$ cat src/hdl/ppgd_pkg.sv
// Shared types and constants of the push-pull gesture detector.
// No dependencies; every other file imports this package.
`timescale 1ns / 1ps

package ppgd_pkg;

   localparam int TIME_W  = 16;
   localparam int VEL_W   = 16;
   localparam int FRAME_W = 10;
   localparam int PHASE_W = 3;
   localparam int CSR_ADDR_W = 5;
   localparam int CSR_DATA_W = 32;

   typedef enum logic [PHASE_W-1:0] {
      PH_WAIT   = 3'd0,
      PH_IN     = 3'd1,
      PH_BOOST  = 3'd2,
      PH_OUT    = 3'd3,
      PH_TOGGLE = 3'd4
   } phase_type;

   typedef enum logic [2:0] {
      REG_PUSH_VELOCITY_MIN = 3'd0,
      REG_PUSH_TIME_MIN     = 3'd1,
      REG_PULL_VELOCITY_MAX = 3'd2,
      REG_PULL_TIME_MIN     = 3'd3,
      REG_GESTURE_TIME_MAX  = 3'd4
   } reg_index_type;

   localparam logic signed [VEL_W-1:0] PUSH_VELOCITY_MIN_RST = 16'sd474;
   localparam logic [TIME_W-1:0]       PUSH_TIME_MIN_RST     = 16'd50;
   localparam logic signed [VEL_W-1:0] PULL_VELOCITY_MAX_RST = -16'sd320;
   localparam logic [TIME_W-1:0]       PULL_TIME_MIN_RST     = 16'd30;
   localparam logic [TIME_W-1:0]       GESTURE_TIME_MAX_RST  = 16'd5000;

   typedef struct packed {
      logic signed [VEL_W-1:0] push_velocity_min;
      logic [TIME_W-1:0]       push_time_min;
      logic signed [VEL_W-1:0] pull_velocity_max;
      logic [TIME_W-1:0]       pull_time_min;
      logic [TIME_W-1:0]       gesture_time_max;
   } cfg_type;

   typedef struct packed {
      phase_type               phase;
      logic                    use_right_hand;
      logic signed [VEL_W-1:0] last_velocity;
      logic [TIME_W-1:0]       gesture_elapsed;
      logic [TIME_W-1:0]       phase_elapsed;
      logic                    confidence;
   } state_type;

   localparam state_type STATE_CLEARED = '{
      phase:           PH_WAIT,
      use_right_hand:  1'b0,
      last_velocity:   '0,
      gesture_elapsed: '0,
      phase_elapsed:   '0,
      confidence:      1'b0
   };

endpackage

$ cat src/hdl/ppgd_stream_if.sv
// Valid/ready channel interfaces for frame items and result items.
// Depends on ppgd_pkg for field widths.
`timescale 1ns / 1ps

interface ppgd_req_if
   import ppgd_pkg::*;
   ();
   logic                      valid;
   logic                      ready;
   logic [FRAME_W-1:0]        frame_time;
   logic signed [VEL_W-1:0]   left_velocity;
   logic signed [VEL_W-1:0]   right_velocity;

   modport source (output valid, frame_time, left_velocity, right_velocity, input ready);
   modport sink   (input valid, frame_time, left_velocity, right_velocity, output ready);
endinterface

interface ppgd_rsp_if
   import ppgd_pkg::*;
   ();
   logic                      valid;
   logic                      ready;
   logic [PHASE_W-1:0]        phase;
   logic                      confidence;
   logic                      right_hand_tracked;
   logic signed [VEL_W-1:0]   tracked_velocity;

   modport source (output valid, phase, confidence, right_hand_tracked, tracked_velocity,
                   input ready);
   modport sink   (input valid, phase, confidence, right_hand_tracked, tracked_velocity,
                   output ready);
endinterface

$ cat src/hdl/push_pull_gesture_detector_unit.sv
// The result item of an accepted frame item appears on rsp_ch in the next cycle.
// Throughput: one frame item per cycle; the single result register sets the pace,
//   and a new item is taken whenever that register is empty or being drained.
// Reset (synchronous, active high): machine returns to waiting with all times,
//   velocity and confidence cleared, result register empty, registers at defaults.
// Depends on ppgd_pkg, ppgd_stream_if, ppgd_csr and ppgd_core.
`timescale 1ns / 1ps

module push_pull_gesture_detector_unit
   import ppgd_pkg::*;
(
   input  logic                  clock,
   input  logic                  reset,
   ppgd_req_if.sink              req_ch,
   ppgd_rsp_if.source            rsp_ch,
   input  logic                  psel,
   input  logic                  penable,
   input  logic                  pwrite,
   input  logic [CSR_ADDR_W-1:0] paddr,
   input  logic [CSR_DATA_W-1:0] pwdata,
   output logic [CSR_DATA_W-1:0] prdata,
   output logic                  pready
);

   cfg_type   cfg;
   state_type state_ff, state_in;
   logic      accept;

   // Result register: valid bit is control, payload holds the updated state.
   logic                    rsp_valid_ff, rsp_valid_in;
   phase_type               rsp_phase_ff;
   logic                    rsp_conf_ff;
   logic                    rsp_right_ff;
   logic signed [VEL_W-1:0] rsp_vel_ff;

   ppgd_csr u_csr (
      .clock   (clock),
      .reset   (reset),
      .psel    (psel),
      .penable (penable),
      .pwrite  (pwrite),
      .paddr   (paddr),
      .pwdata  (pwdata),
      .prdata  (prdata),
      .pready  (pready),
      .cfg     (cfg)
   );

   // One frame of phase logic between the state register and the result register.
   ppgd_core u_core (
      .cur            (state_ff),
      .cfg            (cfg),
      .frame_time     (req_ch.frame_time),
      .left_velocity  (req_ch.left_velocity),
      .right_velocity (req_ch.right_velocity),
      .nxt            (state_in)
   );

   // Take a new item while the result register is free or being taken this cycle.
   assign req_ch.ready = !rsp_valid_ff || rsp_ch.ready;
   assign accept       = req_ch.valid && req_ch.ready;

   always_comb begin
      rsp_valid_in = rsp_valid_ff;
      if (accept) begin
         rsp_valid_in = 1'b1;
      end else if (rsp_ch.ready) begin
         rsp_valid_in = 1'b0;
      end
   end

   always_ff @(posedge clock) begin
      if (reset) begin
         state_ff     <= STATE_CLEARED;
         rsp_valid_ff <= 1'b0;
      end else begin
         rsp_valid_ff <= rsp_valid_in;
         if (accept) begin
            state_ff <= state_in;
         end
      end
   end

   // Capture the updated state as the result payload; hold it otherwise.
   always_ff @(posedge clock) begin
      if (accept) begin
         rsp_phase_ff <= state_in.phase;
         rsp_conf_ff  <= state_in.confidence;
         rsp_right_ff <= state_in.use_right_hand;
         rsp_vel_ff   <= state_in.last_velocity;
      end
   end

   assign rsp_ch.valid              = rsp_valid_ff;
   assign rsp_ch.phase              = rsp_phase_ff;
   assign rsp_ch.confidence         = rsp_conf_ff;
   assign rsp_ch.right_hand_tracked = rsp_right_ff;
   assign rsp_ch.tracked_velocity   = rsp_vel_ff;

endmodule

$ cat src/hdl/ppgd_csr.sv
// APB-style configuration registers of the gesture detector.
// Depends on ppgd_pkg.
`timescale 1ns / 1ps

module ppgd_csr
   import ppgd_pkg::*;
(
   input  logic                  clock,
   input  logic                  reset,
   input  logic                  psel,
   input  logic                  penable,
   input  logic                  pwrite,
   input  logic [CSR_ADDR_W-1:0] paddr,
   input  logic [CSR_DATA_W-1:0] pwdata,
   output logic [CSR_DATA_W-1:0] prdata,
   output logic                  pready,
   output cfg_type               cfg
);

   cfg_type       cfg_ff, cfg_in;
   reg_index_type index;
   logic          wr_en;

   assign index  = reg_index_type'(paddr[CSR_ADDR_W-1:2]);
   assign wr_en  = psel && penable && pwrite;
   assign pready = 1'b1;
   assign cfg    = cfg_ff;

   always_comb begin
      cfg_in = cfg_ff;
      if (wr_en) begin
         case (index)
            REG_PUSH_VELOCITY_MIN: cfg_in.push_velocity_min = pwdata[VEL_W-1:0];
            REG_PUSH_TIME_MIN:     cfg_in.push_time_min     = pwdata[TIME_W-1:0];
            REG_PULL_VELOCITY_MAX: cfg_in.pull_velocity_max = pwdata[VEL_W-1:0];
            REG_PULL_TIME_MIN:     cfg_in.pull_time_min     = pwdata[TIME_W-1:0];
            REG_GESTURE_TIME_MAX:  cfg_in.gesture_time_max  = pwdata[TIME_W-1:0];
            default:               cfg_in = cfg_ff;
         endcase
      end
   end

   always_ff @(posedge clock) begin
      if (reset) begin
         cfg_ff.push_velocity_min <= PUSH_VELOCITY_MIN_RST;
         cfg_ff.push_time_min     <= PUSH_TIME_MIN_RST;
         cfg_ff.pull_velocity_max <= PULL_VELOCITY_MAX_RST;
         cfg_ff.pull_time_min     <= PULL_TIME_MIN_RST;
         cfg_ff.gesture_time_max  <= GESTURE_TIME_MAX_RST;
      end else begin
         cfg_ff <= cfg_in;
      end
   end

   // Read back zero-extended register contents.
   always_comb begin
      case (index)
         REG_PUSH_VELOCITY_MIN: prdata = {16'd0, cfg_ff.push_velocity_min};
         REG_PUSH_TIME_MIN:     prdata = {16'd0, cfg_ff.push_time_min};
         REG_PULL_VELOCITY_MAX: prdata = {16'd0, cfg_ff.pull_velocity_max};
         REG_PULL_TIME_MIN:     prdata = {16'd0, cfg_ff.pull_time_min};
         REG_GESTURE_TIME_MAX:  prdata = {16'd0, cfg_ff.gesture_time_max};
         default:               prdata = '0;
      endcase
   end

endmodule

$ cat src/hdl/ppgd_core.sv
// Next-state logic of the five-phase push-pull machine for one frame.
// Depends on ppgd_pkg.
`timescale 1ns / 1ps

module ppgd_core
   import ppgd_pkg::*;
(
   input  state_type               cur,
   input  cfg_type                 cfg,
   input  logic [FRAME_W-1:0]      frame_time,
   input  logic signed [VEL_W-1:0] left_velocity,
   input  logic signed [VEL_W-1:0] right_velocity,
   output state_type               nxt
);

   logic [TIME_W:0]         gesture_sum, phase_sum;
   logic [TIME_W-1:0]       gesture_sat, phase_sat;
   logic signed [VEL_W-1:0] tracked;

   assign gesture_sum = {1'b0, cur.gesture_elapsed} + {{(TIME_W+1-FRAME_W){1'b0}}, frame_time};
   assign phase_sum   = {1'b0, cur.phase_elapsed} + {{(TIME_W+1-FRAME_W){1'b0}}, frame_time};
   assign gesture_sat = gesture_sum[TIME_W] ? '1 : gesture_sum[TIME_W-1:0];
   assign phase_sat   = phase_sum[TIME_W] ? '1 : phase_sum[TIME_W-1:0];
   assign tracked     = cur.use_right_hand ? right_velocity : left_velocity;

   always_comb begin
      nxt = cur;
      case (cur.phase)
         PH_TOGGLE: nxt = STATE_CLEARED;
         PH_WAIT: begin
            if (left_velocity >= cfg.push_velocity_min) begin
               nxt.use_right_hand = 1'b0;
               nxt.last_velocity  = left_velocity;
            end else if (right_velocity >= cfg.push_velocity_min) begin
               nxt.use_right_hand = 1'b1;
               nxt.last_velocity  = right_velocity;
            end else begin
               nxt.last_velocity = (right_velocity > left_velocity) ? right_velocity
                                                                    : left_velocity;
            end
            if (left_velocity >= cfg.push_velocity_min ||
                right_velocity >= cfg.push_velocity_min) begin
               nxt.phase           = PH_IN;
               nxt.confidence      = 1'b1;
               nxt.gesture_elapsed = '0;
               nxt.phase_elapsed   = '0;
            end
         end
         PH_IN, PH_BOOST, PH_OUT: begin
            nxt.gesture_elapsed = gesture_sat;
            nxt.phase_elapsed   = phase_sat;
            nxt.last_velocity   = tracked;
            if (gesture_sat >= cfg.gesture_time_max) begin
               nxt = STATE_CLEARED;
            end else begin
               case (cur.phase)
                  PH_IN: begin
                     if (tracked < cfg.push_velocity_min) begin
                        nxt = STATE_CLEARED;
                     end else if (phase_sat >= cfg.push_time_min) begin
                        nxt.phase         = PH_BOOST;
                        nxt.confidence    = 1'b1;
                        nxt.phase_elapsed = '0;
                     end
                  end
                  PH_BOOST: begin
                     if (tracked <= cfg.pull_velocity_max) begin
                        nxt.phase         = PH_OUT;
                        nxt.confidence    = 1'b1;
                        nxt.phase_elapsed = '0;
                     end
                  end
                  PH_OUT: begin
                     if (tracked > cfg.pull_velocity_max) begin
                        nxt = STATE_CLEARED;
                     end else if (phase_sat >= cfg.pull_time_min) begin
                        nxt.phase      = PH_TOGGLE;
                        nxt.confidence = 1'b1;
                     end
                  end
                  default: nxt = STATE_CLEARED;
               endcase
            end
         end
         default: nxt = STATE_CLEARED;
      endcase
   end

endmodule

$ cat src/flat_wrapper.sv
// flat-port wrapper written by rule: the top's interface ports become plain ports
module push_pull_gesture_detector_unit_flat import ppgd_pkg::*;
  (clock, reset, psel, penable, pwrite, paddr, pwdata, prdata, pready, req_ch_valid, req_ch_frame_time, req_ch_left_velocity, req_ch_right_velocity, req_ch_ready, rsp_ch_valid, rsp_ch_phase, rsp_ch_confidence, rsp_ch_right_hand_tracked, rsp_ch_tracked_velocity, rsp_ch_ready);
  ppgd_req_if req_ch_i ();
  ppgd_rsp_if rsp_ch_i ();
  input  logic clock;
  input  logic reset;
  input  logic psel;
  input  logic penable;
  input  logic pwrite;
  input  logic [CSR_ADDR_W-1:0] paddr;
  input  logic [CSR_DATA_W-1:0] pwdata;
  output logic [CSR_DATA_W-1:0] prdata;
  output logic pready;
  input wire logic [$bits(req_ch_i.valid)-1:0] req_ch_valid;
  input wire logic [$bits(req_ch_i.frame_time)-1:0] req_ch_frame_time;
  input wire logic [$bits(req_ch_i.left_velocity)-1:0] req_ch_left_velocity;
  input wire logic [$bits(req_ch_i.right_velocity)-1:0] req_ch_right_velocity;
  output wire logic [$bits(req_ch_i.ready)-1:0] req_ch_ready;
  output wire logic [$bits(rsp_ch_i.valid)-1:0] rsp_ch_valid;
  output wire logic [$bits(rsp_ch_i.phase)-1:0] rsp_ch_phase;
  output wire logic [$bits(rsp_ch_i.confidence)-1:0] rsp_ch_confidence;
  output wire logic [$bits(rsp_ch_i.right_hand_tracked)-1:0] rsp_ch_right_hand_tracked;
  output wire logic [$bits(rsp_ch_i.tracked_velocity)-1:0] rsp_ch_tracked_velocity;
  input wire logic [$bits(rsp_ch_i.ready)-1:0] rsp_ch_ready;
  assign req_ch_i.valid = req_ch_valid;
  assign req_ch_i.frame_time = req_ch_frame_time;
  assign req_ch_i.left_velocity = req_ch_left_velocity;
  assign req_ch_i.right_velocity = req_ch_right_velocity;
  assign req_ch_ready = req_ch_i.ready;
  assign rsp_ch_valid = rsp_ch_i.valid;
  assign rsp_ch_phase = rsp_ch_i.phase;
  assign rsp_ch_confidence = rsp_ch_i.confidence;
  assign rsp_ch_right_hand_tracked = rsp_ch_i.right_hand_tracked;
  assign rsp_ch_tracked_velocity = rsp_ch_i.tracked_velocity;
  assign rsp_ch_i.ready = rsp_ch_ready;
  push_pull_gesture_detector_unit u_core (.clock(clock), .reset(reset), .req_ch(req_ch_i), .rsp_ch(rsp_ch_i), .psel(psel), .penable(penable), .pwrite(pwrite), .paddr(paddr), .pwdata(pwdata), .prdata(prdata), .pready(pready));
endmodule
$ cat config.mk
export PLATFORM = sky130hd
export DESIGN_NAME = push_pull_gesture_detector_unit_flat
export DESIGN_NICKNAME = d
export VERILOG_FILES = /design/src/hdl/ppgd_pkg.sv /design/src/hdl/ppgd_stream_if.sv /design/src/hdl/push_pull_gesture_detector_unit.sv /design/src/hdl/ppgd_csr.sv /design/src/hdl/ppgd_core.sv /design/src/flat_wrapper.sv
export SDC_FILE = /design/constraint.sdc
export NUM_CORES = 1
export LEC_CHECK = 0
export BUFFER_PORTS_ARGS = -buffer_cell sky130_fd_sc_hd__clkbuf_2
export CAP_MARGIN = 20
export CORE_UTILIZATION = 52
export DETAILED_ROUTE_END_ITERATION = 8
export PLACE_DENSITY_LB_ADDON = 0.1
export SLEW_MARGIN = 20
export SYNTH_ARGS = -nofsm -noshare
export SYNTH_HDL_FRONTEND = slang
export SYNTH_SLANG_ARGS = --single-unit
$ cat constraint.sdc
create_clock -name clock -period 9.3 [get_ports clock]
set_input_delay 0 -clock clock [delete_from_list [all_inputs] [get_ports clock]]
set_output_delay 0 -clock clock [all_outputs]
set_load 0.05 [all_outputs]
# Yosys cells after proc, flatten, opt, wreduce, memory -nomap -nowiden
# Cells that the tools add are included.
# Widths: inputs -> output; s select.
totals:
  word_cells: 79
  in_bits: 86
  reg_bits: 139
  out_inout_bits: 56
op_classes:
  n_eq_ne: 8
  n_lt_le_gt_ge: 9
  add_sub_neg: 2
  reduce_logical: 16
  mux: 29
op_table:
  columns: ["op", "count"]
  rows:
  - ["$pmux 53 s2", 1]
  - ["$pmux 33 s3", 1]
  - ["$ge 16x16->1", 5]
  - ["$mux 16", 5]
  - ["$pmux 16 s5", 1]
  - ["$mux 17", 4]
  - ["$mux 33", 2]
  - ["$mux 53", 1]
  - ["$pmux 17 s3", 1]
  - ["$mux 49", 1]
  - ["$add 16x10->17", 2]
  - ["$gt 16x16->1", 2]
  - ["$mux 3", 6]
  - ["$le 16x16->1", 1]
  - ["$lt 16x16->1", 1]
  - ["$eq 3x2->1 const B", 4]
  - ["$reduce_and 2->1", 6]
  - ["$pmux 3 s3", 1]
  - ["$eq 3x1->1 const B", 2]
  - ["$logic_not 3->1", 2]
  - ["$mux 1", 5]
  - ["$eq 3x3->1 const B", 1]
  - ["$logic_and 1x1->1", 3]
  - ["$reduce_or 3->1", 1]
  - ["other kinds (4)", 5]

# Logic depth before layout (Yosys ltp)
# Gate-level depths: netlist of run 1.
depth:
  depth_word: 8
  depth_mapped: 20

# By module
# A second synthesis of run 1 with hierarchy kept.
unflattened:
  hier_cells: 1467
  area_unflattened_um2: 12774.8
by_module_without_submodules:
  columns: ["module", "cells_per_inst", "instances", "area_per_inst_um2"]
  rows:
  - ["ppgd_core", 786, 1, 5605.4]
  - ["ppgd_csr", 413, 1, 3973.8]
  - ["push_pull_gesture_detector_unit", 268, 1, 3195.6]

# Least setup slack after synthesis of run 1
# Ideal clock, no wire load.
synth_timing:
  kind: "register -> register"
  start: "reg u_core.state_ff[18] (netlist name)"
  end: "reg u_core.state_ff[20] (netlist name)"
  path_stages_with_launch: 18
  setup_time_ns: 0.061
  path_slack_ns: 5.124
  t_required_ns: 9.239
  arrival_ns: 4.115
  path_cell_list: "dfxtp_1 ha_1 a21o_1 a21oi_1 o21ai_0 a31o_2 o311ai_1 xnor2_1 nand2_1 ha_1 and4_1 a221o_1 a21oi_2 nand4b_2 o21ai_1 buf_2 clkbuf_1 a32o_1"
synth_between:
  elab_chain_len: 6
synth_lines:
  columns: ["element", "line_no", "text"]
  rows:
  - ["start: declaration", "push_pull_gesture_detector_unit.sv:26", "state_type state_ff, state_in;"]
  - ["start signal: assignment", "push_pull_gesture_detector_unit.sv:79", "state_ff <= state_in;"]
  - ["$add 16x10->17 *", "ppgd_core.sv:20", "assign gesture_sum = {1'b0, cur.gesture_elapsed} + {{(TIME_W+1-FRAME_W){1'b0}}, frame_time};"]
  - ["$mux 16 *", "ppgd_core.sv:22", "assign gesture_sat = gesture_sum[TIME_W] ? '1 : gesture_sum[TIME_W-1:0];"]
  - ["parallel branches: the longest is 2 deep, another holds $ge 16x16->1", null, null]
  - ["$mux 53 *", "ppgd_core.sv:53", "if (gesture_sat >= cfg.gesture_time_max) begin"]
  - ["$pmux 53 s2 *", "ppgd_core.sv:28", "case (cur.phase)"]
# Mark *: on every way between the ends.
# A chain may end at the register's enable or synchronous reset.

==> results of run 1 <==
## worst paths after layout
path	from	endpoint	slack [ns]	depth (start not counted)
max	u_core.state_ff[17]$_SDFFE_PP0P_	u_core.rsp_ch.tracked_velocity[10]$_DFFE_PP_	3.87	21
min	rsp_ch_ready	u_core.state_ff[52]$_SDFFE_PP0P_	0.12	5
min reg2reg	u_core.u_csr.cfg[60]$_SDFFE_PP0P_	u_core.u_csr.cfg[60]$_SDFFE_PP0P_	0.46	2
max reg2reg	u_core.state_ff[17]$_SDFFE_PP0P_	u_core.rsp_ch.tracked_velocity[10]$_DFFE_PP_	3.87	21
## power breakdown
| part | internal, mW | switching (mW) | total (mW) | leakage (nW) |
|---|---|---|---|---|
| combinational | 0.133 | 0.241 | 0.373 | 3.88 |
| sequential | 0.631 | 0.00937 | 0.641 | 1.16 |
| clock | 0.419 | 0.294 | 0.713 | 0.295 |
## flip-flops by register name, indices dropped and copies added (netlist names)
| name | count |
|---|---|
| u_core.state_ff | 37 |
| u_core.rsp_ch.tracked_velocity | 16 |
| u_core.u_csr.cfg | 80 |
| u_core.rsp_ch.valid | 1 |
| u_core.rsp_ch.confidence | 1 |
| u_core.rsp_ch.right_hand_tracked | 1 |
| u_core.rsp_ch.phase | 3 |
## worst max-delay path, cell delays in order (launching register included)
cell and delay (ns):
dfxtp_1 0.34, ha_1 0.17, inv_1 0.05, fa_1 0.37, nor2b_1 0.16, o21a_1 0.15, o21ai_1 0.12, a211o_1 0.31
nand2_1 0.17, nand3_1 0.36, o21ai_0 0.28, ha_1 0.31, a21oi_1 0.12, o21ai_0 0.09, a221oi_1 0.28, nand4bb_1 0.25
nand4b_2 0.18, o21ai_1 0.16, buf_4 0.28, o2bb2ai_2 0.35, a22o_1 0.24, dlygate4sd3_1 0.55
## logic make-up after synthesis
logic type | count (synthesis) | synth area share (%)
AO/OA/AOI/OAI | 375 | 24.71
XOR/XNOR | 12 | 1.020
flip-flops | 139 | 29.04
buffers and inverters | 184 | 7.770
multiplexers | 21 | 2.197
AND/OR/NAND/NOR | 370 | 16.96
adder cells (fa/ha/maj) | 149 | 18.23
other | 2 | 0.07287
## cell usage in the layout (no fill, tap or decap), drive strengths merged, types with 16 or more instances in the layout
| master | count |
|---|---|
| mux2i | 18 |
| edfxtp | 21 |
| ha | 147 |
| nand2 | 215 |
| nand4 | 20 |
| nand3 | 19 |
| conb | 17 |
| a21oi | 117 |
| a221o | 16 |
| a32o | 25 |
| dlygate4sd3 | 51 |
| inv | 126 |
| o211ai | 35 |
| a21o | 20 |
| dfxtp | 118 |
| o21ai | 72 |
| nor2 | 30 |
| clkbuf | 126 |
| a22o | 17 |
## per-layer routing
layer  track usage (%)  vias up  part of all wire, %
li1                  -     4803                    -
met2             50.83      298                   47
met3             5.533       51                  5.2
met4             11.04        0                  3.1
met5                 0        -                    0
met1             38.28     4553                   45
## repair_timing
item,in CTS,in global routing
hold endpoints to repair,99,0
endpoints found under the setup margin,0,0
hold buffers,51,0
resized for setup,0,0
## final cells by class
| class | count | share of cell area (%) |
|---|---|---|
| inverters | 120 | 3.720 |
| multi-input cells | 944 | 54.39 |
| well taps | 265 | 2.738 |
| clock buffers | 20 | 3.782 |
| flip-flops and latches | 139 | 24.72 |
| repair buffers | 170 | 9.404 |
| clock inverters | 12 | 1.250 |
==> results.md, run 1 <==
* Status: complete, no violations
* Post-synth top flop: dfxtp_1
* Worst Path Required at 9.59 ns
* Gpl congestion at 0.9107
* Worst hold slack at 0.1174 ns
* FFs w/ async S/R, synth at 0%
* Vias at 9,705
* Die area at 20,390 sq um
* VDD IR max at 0.0001459 V
* Total Wirelength at 29,960 um
* Warning count from the yosys run at 0
* Reg area at 2993 sq um
* Crit end category: flip-flop
* Setup Total Neg Slack at 0 ns
* Fin Clk Skew at 0.01179 ns
* Initial Util at 52.95%
* Non-filler cells, final at 1,670
* Fmax at 184.0 MHz
* Cell Area, Synth at 10,310 sq um
* Fin crit period at 5.434 ns
* Yosys top cell area share at 22.92%
* FILL cells at 1,738
* Clock tree buffer depth at 2
* Mapped Avg Cell Area at 8.232 sq um
* Area growth syn-to-layout at 17.48%
* Post-synth cell types at 83
* Synth top area cells: dfxtp_1, ha_1, nand2_1
* Placed cell area at 10,990 sq um
* Relative slew slack at 31.67%
* Final core utilization at 62.21%
* Leakage Power at 5.333 nW
* Max_cap viols at 0
* Synth top cells by count: nand2_1, ha_1, inv_1, dfxtp_1, a21oi_1
* Worst slew pin tran at 1.023 ns
* Slack of the critical path at 3.866 ns
* Clock sinks at 139
* Synthesized flop and latch total at 139
* CTS tree: yes
* Setup Viol. Count Final at 0
* PD cells at 142.6 nW/um^2
* DRC viols at 0
* Initial DRC Count at 598
* Antenna Nets Post-Route at 0
* DP HPWL at 22,470 um
* Global-route congestion overflow total at 0
* Min-delay worst type: input pin to flip-flop
* Share of cells above drive strength 1 at 12.38%
* Post-synthesis sequential area ratio at 29.04%
* Core ar. at 19,460 sq um
* Initial antenna violation count at 0
* Post-synth EDFFs at 21
* Vias in the first global route at 8,851
* First-pass GRT wire length at 46,450 um
* Rows at 51
* Area of the multi-input gates at 6585 sq um
* Final cycle utilization of the critical path at 58.43%
* Final hold viol count at 0
* PnR Total Power at 1.727 mW
* Critical path class: flip-flop to flip-flop
* Cell Count Post-Placement at 1,587
* Crit path DAT at 5.72 ns
* CTS clk-pin slew, worst paths at 0.06 ns
* Largest area contributor in the netlist: dfxtp_1
* Ports at 142
* Largest net degree at the start of global routing at 67
* PortBufs at 106
* Vias per Instance at 5.811
* GRT Overall Usage at 30.15%
* # H-tree levels at 4
* # Post-CTS Setup Buffers at 0
* Nets@finish at 1,627
* WL/cell at 17.94 um
* Inserted Clock Buffers at 17
* Clk Latency, worst-skew pair at 0.44 ns
* Die H at 142.8 um
* Width of the die at 142.8 um
* DRT Pass-1 Iters at 5
* # diodes at 0
* RSZ-0062 raised after global routing: false
* Crit-path max FO at 21
* Final Max Tran Viols at 0
* Post-Syn Instances at 1,252
* Clock tree root buffer cell: clkbuf_16
* Cell with the most instances after synthesis: nand2_1
* Worst slack at placement at 4.359 ns
* Design area at 12,110 sq um
* Startpoint types: flip-flop
No activity file was read; power rests on OpenSTA's default activity.
==> run 2, diff against run 1 <==
--- a/config.mk
+++ b/config.mk
@@ -5,6 +5,7 @@
 export SDC_FILE = /design/constraint.sdc
 export NUM_CORES = 1
 export LEC_CHECK = 0
+export ABC_AREA = 1
 export BUFFER_PORTS_ARGS = -buffer_cell sky130_fd_sc_hd__clkbuf_2
 export CAP_MARGIN = 20
 export CORE_UTILIZATION = 52
==> constraint.sdc (replaced) <==
create_clock -name clock -period 4.8 [get_ports clock]
set_input_delay 0 -clock clock [delete_from_list [all_inputs] [get_ports clock]]
set_output_delay 0 -clock clock [all_outputs]
set_load 0.05 [all_outputs]
==> run 2 against run 1 <==
Effect of this change: sequential share of layout area fell by 2.7 points; design area increased by 12%; cell count is 34% higher; non-clock buffer count is 29 lower; global-route usage rose by 1.3 points; via count grew 29%; register-to-register slack worse by 3.1 ns; routed wire length grew 23%; clock-buffer cell count fell by 3; highest routed layer unchanged.
==> results.md, run 2 <==
* GRT Overall Usage at 31.40% (was 30.15%)
* Worst slew pin tran at 0.9191 ns (was 1.023 ns)
* Final Max Tran Viols at 0 (unchanged)
* Worst Path Required at 4.98 ns (was 9.59 ns)
* Inserted Clock Buffers at 17 (unchanged)
* Rows at 55 (was 51)
* Max reg flops at 80 (unchanged)
* VDD IR max at 0.0002376 V (was 0.0001459 V)
* FFs w/ async S/R, synth at 0% (unchanged)
* Width of the die at 154.6 um (was 142.8 um)
* Clk Latency, worst-skew pair at 0.44 ns (about the same)
* Slowest stage delay, CP at 0.48 ns (was 0.55 ns)
* Initial Util at 53.32% (was 52.95%)
* Most common cell on crit path: nand2_1
* Placed cell area at 12,750 sq um (was 10,990 sq um)
* Total Wirelength at 36,990 um (was 29,960 um)
* Nets@finish at 2,182 (was 1,627)
* Critical Path, Cell by Cell: ha_1 -> fa_1 -> nand3_1 -> nand3_2 -> nand2_2 -> o21ai_0 -> ha_1 -> nand2_1 -> nor4_1 -> nand2_1 -> nand3_1 -> buf_4 -> nor2_1 -> nand4_1 -> nand2_1 -> nand2_1 -> nand2_1 (was ha_1 -> inv_1 -> fa_1 -> nor2b_1 -> o21a_1 -> o21ai_1 -> a211o_1 -> nand2_1 -> nand3_1 -> o21ai_0 -> ha_1 -> a21oi_1 -> o21ai_0 -> a221oi_1 -> nand4bb_1 -> nand4b_2 -> o21ai_1 -> buf_4 -> o2bb2ai_2 -> a22o_1 -> dlygate4sd3_1)
* Warning count from the yosys run at 0 (unchanged)
* Die H at 154.6 um (was 142.8 um)
* # diodes at 0 (unchanged)
* Vias at 12,530 (was 9,705)
* Synth top cells by count: nand2_1, inv_1, a21oi_1, nand3_1, ha_1 (was nand2_1, ha_1, inv_1, dfxtp_1, a21oi_1)
* Crit path DAT at 4.24 ns (was 5.72 ns)
* Gpl congestion at 0.9240 (was 0.9107)
* Cell with the most instances after synthesis: nand2_1 (unchanged)
* Design area at 13,580 sq um (was 12,110 sq um)
* Die area at 23,900 sq um (was 20,390 sq um)
* Fin crit period at 4.056 ns (was 5.434 ns)
* Crit end category: flip-flop (unchanged)
* Top Usage Layer GRT: met2 (unchanged)
* Reg2reg setup slack at 0.74 ns (was 3.87 ns)
* Post-synth EDFFs at 21 (unchanged)
* Clock tree root buffer cell: clkbuf_16 (unchanged)
* Vias per Instance at 5.582 (was 5.811)
* # H-tree levels at 4 (unchanged)
* Clock sinks at 139 (unchanged)
* Slowest CP cell: fa_1 (was dlygate4sd3_1)
* Largest area contributor in the netlist: dfxtp_1 (unchanged)
* Initial DRC Count at 976 (was 598)
* Final cycle utilization of the critical path at 84.49% (was 58.43%)
* Setup Total Neg Slack at 0 ns (unchanged)
* Fin Clk Skew at 0.01626 ns (was 0.01179 ns)
* Startpoint types: flip-flop (unchanged)
* Post-synthesis sequential area ratio at 24.72% (was 29.04%)
* Cell Area, Synth at 12,110 sq um (was 10,310 sq um)
* Crit-path max FO at 18 (was 21)
* Commonest non-fill, non-tap cells in the layout: nand2_1, inv_1, a21oi_1 (was nand2_1, ha_1, inv_1)
* Core ar. at 22,710 sq um (was 19,460 sq um)
* RSZ-0062 raised after global routing: false (unchanged)
* Synth top area cells: dfxtp_1, ha_1, nand2_1 (unchanged)
* Mapped Avg Cell Area at 6.503 sq um (was 8.232 sq um)
* Vias in the first global route at 11,130 (was 8,851)
* CTS clk-pin slew, worst paths at 0.07 ns (was 0.06 ns)
* GR met3 Demand/Resource at 4.875% (was 5.533%)
* DP HPWL at 28,060 um (was 22,470 um)
* First-pass GRT wire length at 59,000 um (was 46,450 um)
* Post-synth top flop: dfxtp_1 (unchanged)
* M2 GR Usage at 50.27% (was 50.83%)
* Ports at 142 (unchanged)
* Initial antenna violation count at 0 (unchanged)
* Setup Viol. Count Final at 0 (unchanged)
* Antenna Nets Post-Route at 0 (unchanged)
* PortBufs at 106 (unchanged)
* Status: complete, no violations (unchanged)
* Min-delay worst type: input pin to flip-flop (unchanged)
* FILL cells at 2,267 (was 1,738)
* Post-synth cell types at 42 (was 83)
* Cts repair resizes at 0 (unchanged)
* Post-Syn Instances at 1,862 (was 1,252)
* Final hold viol count at 0 (unchanged)
* Worst hold slack at 0.02761 ns (was 0.1174 ns)
* GR Util met1 at 43.53% (was 38.28%)
* Synthesized flop and latch total at 139 (unchanged)
* CTS tree: yes (unchanged)
* Critical path class: flip-flop to flip-flop (unchanged)
* # Post-CTS Setup Buffers at 0 (unchanged)
* Area growth syn-to-layout at 12.15% (was 17.48%)
* Global-route congestion overflow total at 0 (unchanged)
* Max_cap viols at 0 (unchanged)
* WL/cell at 16.47 um (was 17.94 um)
* Commonest non-fill, non-tap cell in the layout: nand2_1 (unchanged)
* Fmax at 246.6 MHz (was 184.0 MHz)
* Largest net degree at the start of global routing at 72 (was 67)
* DRC viols at 0 (unchanged)
* Leakage Power at 6.917 nW (was 5.333 nW)
* Yosys top cell area share at 19.51% (was 22.92%)
* Buf/Inv on CP at 1 (was 3)
* Relative slew slack at 38.08% (was 31.67%)
* DRT Pass-1 Iters at 5 (unchanged)
* Clock tree buffer depth at 2 (unchanged)
* Share of cells above drive strength 1 at 9.286% (was 12.38%)
* Family with the most delay on the worst path: simple AND/OR/NAND/NOR gates (was compound AO/OA/AOI/OAI gates)
* PD cells at 276.2 nW/um^2 (was 142.6 nW/um^2)
[run 2: cell type report]
| class | instances | area (sq um) | area share, % |
|---|---|---|---|
| multi-input cells | 1371 | 7695 | 56.66 |
| flip-flops and latches | 139 | 2993 | 22.04 |
| inverters | 277 | 1040 | 7.656 |
| repair buffers | 141 | 850.8 | 6.265 |
| clock buffers | 17 | 425.4 | 3.132 |
| well taps | 285 | 356.6 | 2.626 |
| clock inverters | 15 | 220.2 | 1.622 |
[run 2: cell families after synthesis]
logic type / count (synthesis) / synth area share (%)
AO/OA/AOI/OAI: 359 / 16.17
XOR/XNOR: 9 / 0.6509
adder cells (fa/ha/maj): 149 / 15.52
buffers and inverters: 367 / 12.38
flip-flops: 139 / 24.72
other: 2 / 0.06202
AND/OR/NAND/NOR: 837 / 30.50
[run 2: layer usage]
| layer | share of wire [%] | wire, um | up-vias |
|---|---|---|---|
| li1 | - | - | 6378 |
| met1 | 46 | 17150 | 5657 |
| met2 | 45 | 16470 | 446 |
| met3 | 6.9 | 2568 | 50 |
| met4 | 2.2 | 800 | 0 |
| met5 | 0 | 0 | - |
[run 2: final timing paths]
kind / start / to / cells past startpoint
min reg2reg: u_core.state_ff[24]$_SDFFE_PP0P_ / u_core.state_ff[24]$_SDFFE_PP0P_ / 2
min: req_ch_left_velocity[10] / u_core.rsp_ch.tracked_velocity[10]$_DFFE_PP_ / 5
max: u_core.state_ff[1]$_SDFFE_PP0P_ / u_core.rsp_ch.phase[0]$_DFFE_PP_ / 17
max reg2reg: u_core.state_ff[1]$_SDFFE_PP0P_ / u_core.rsp_ch.phase[0]$_DFFE_PP_ / 17
[run 2: tightest hold or removal path: stages]
cell and delay (ns):
clkbuf_2 0.11, inv_1 0.06, nand2_1 0.06, nand3_1 0.06, nand2_1 0.06
[run 2: through the flow]
| stage | utilization (%) | std cells | setup WS (ns) | power (mW) |
|---|---|---|---|---|
| 3_5_place_dp | 56.17 | 2195 | 0.8120 | 2.277 |
| 2_1_floorplan | - | 1877 | 1.601 | 2.016 |
| 6_report | 59.80 | 2245 | 0.7444 | 3.751 |
| 5_1_grt | 59.80 | 2245 | 0.3775 | 3.930 |
| 4_1_cts | 59.80 | 2245 | 0.7884 | 3.751 |
| 3_3_place_gp | 56.17 | 2195 | 0.8259 | 2.258 |
[run 2: where the power goes]
group	internal (mW)	switching (mW)
Sequential	1.23	0.0174
Combinational	0.287	0.738
Clock	0.851	0.623
Total	2.37	1.38
[run 2: what timing repair did]
action                                 CTS  global route
setup endpoints to repair                0             0
endpoints found under the hold margin   81             0
hold buffers                            18             0
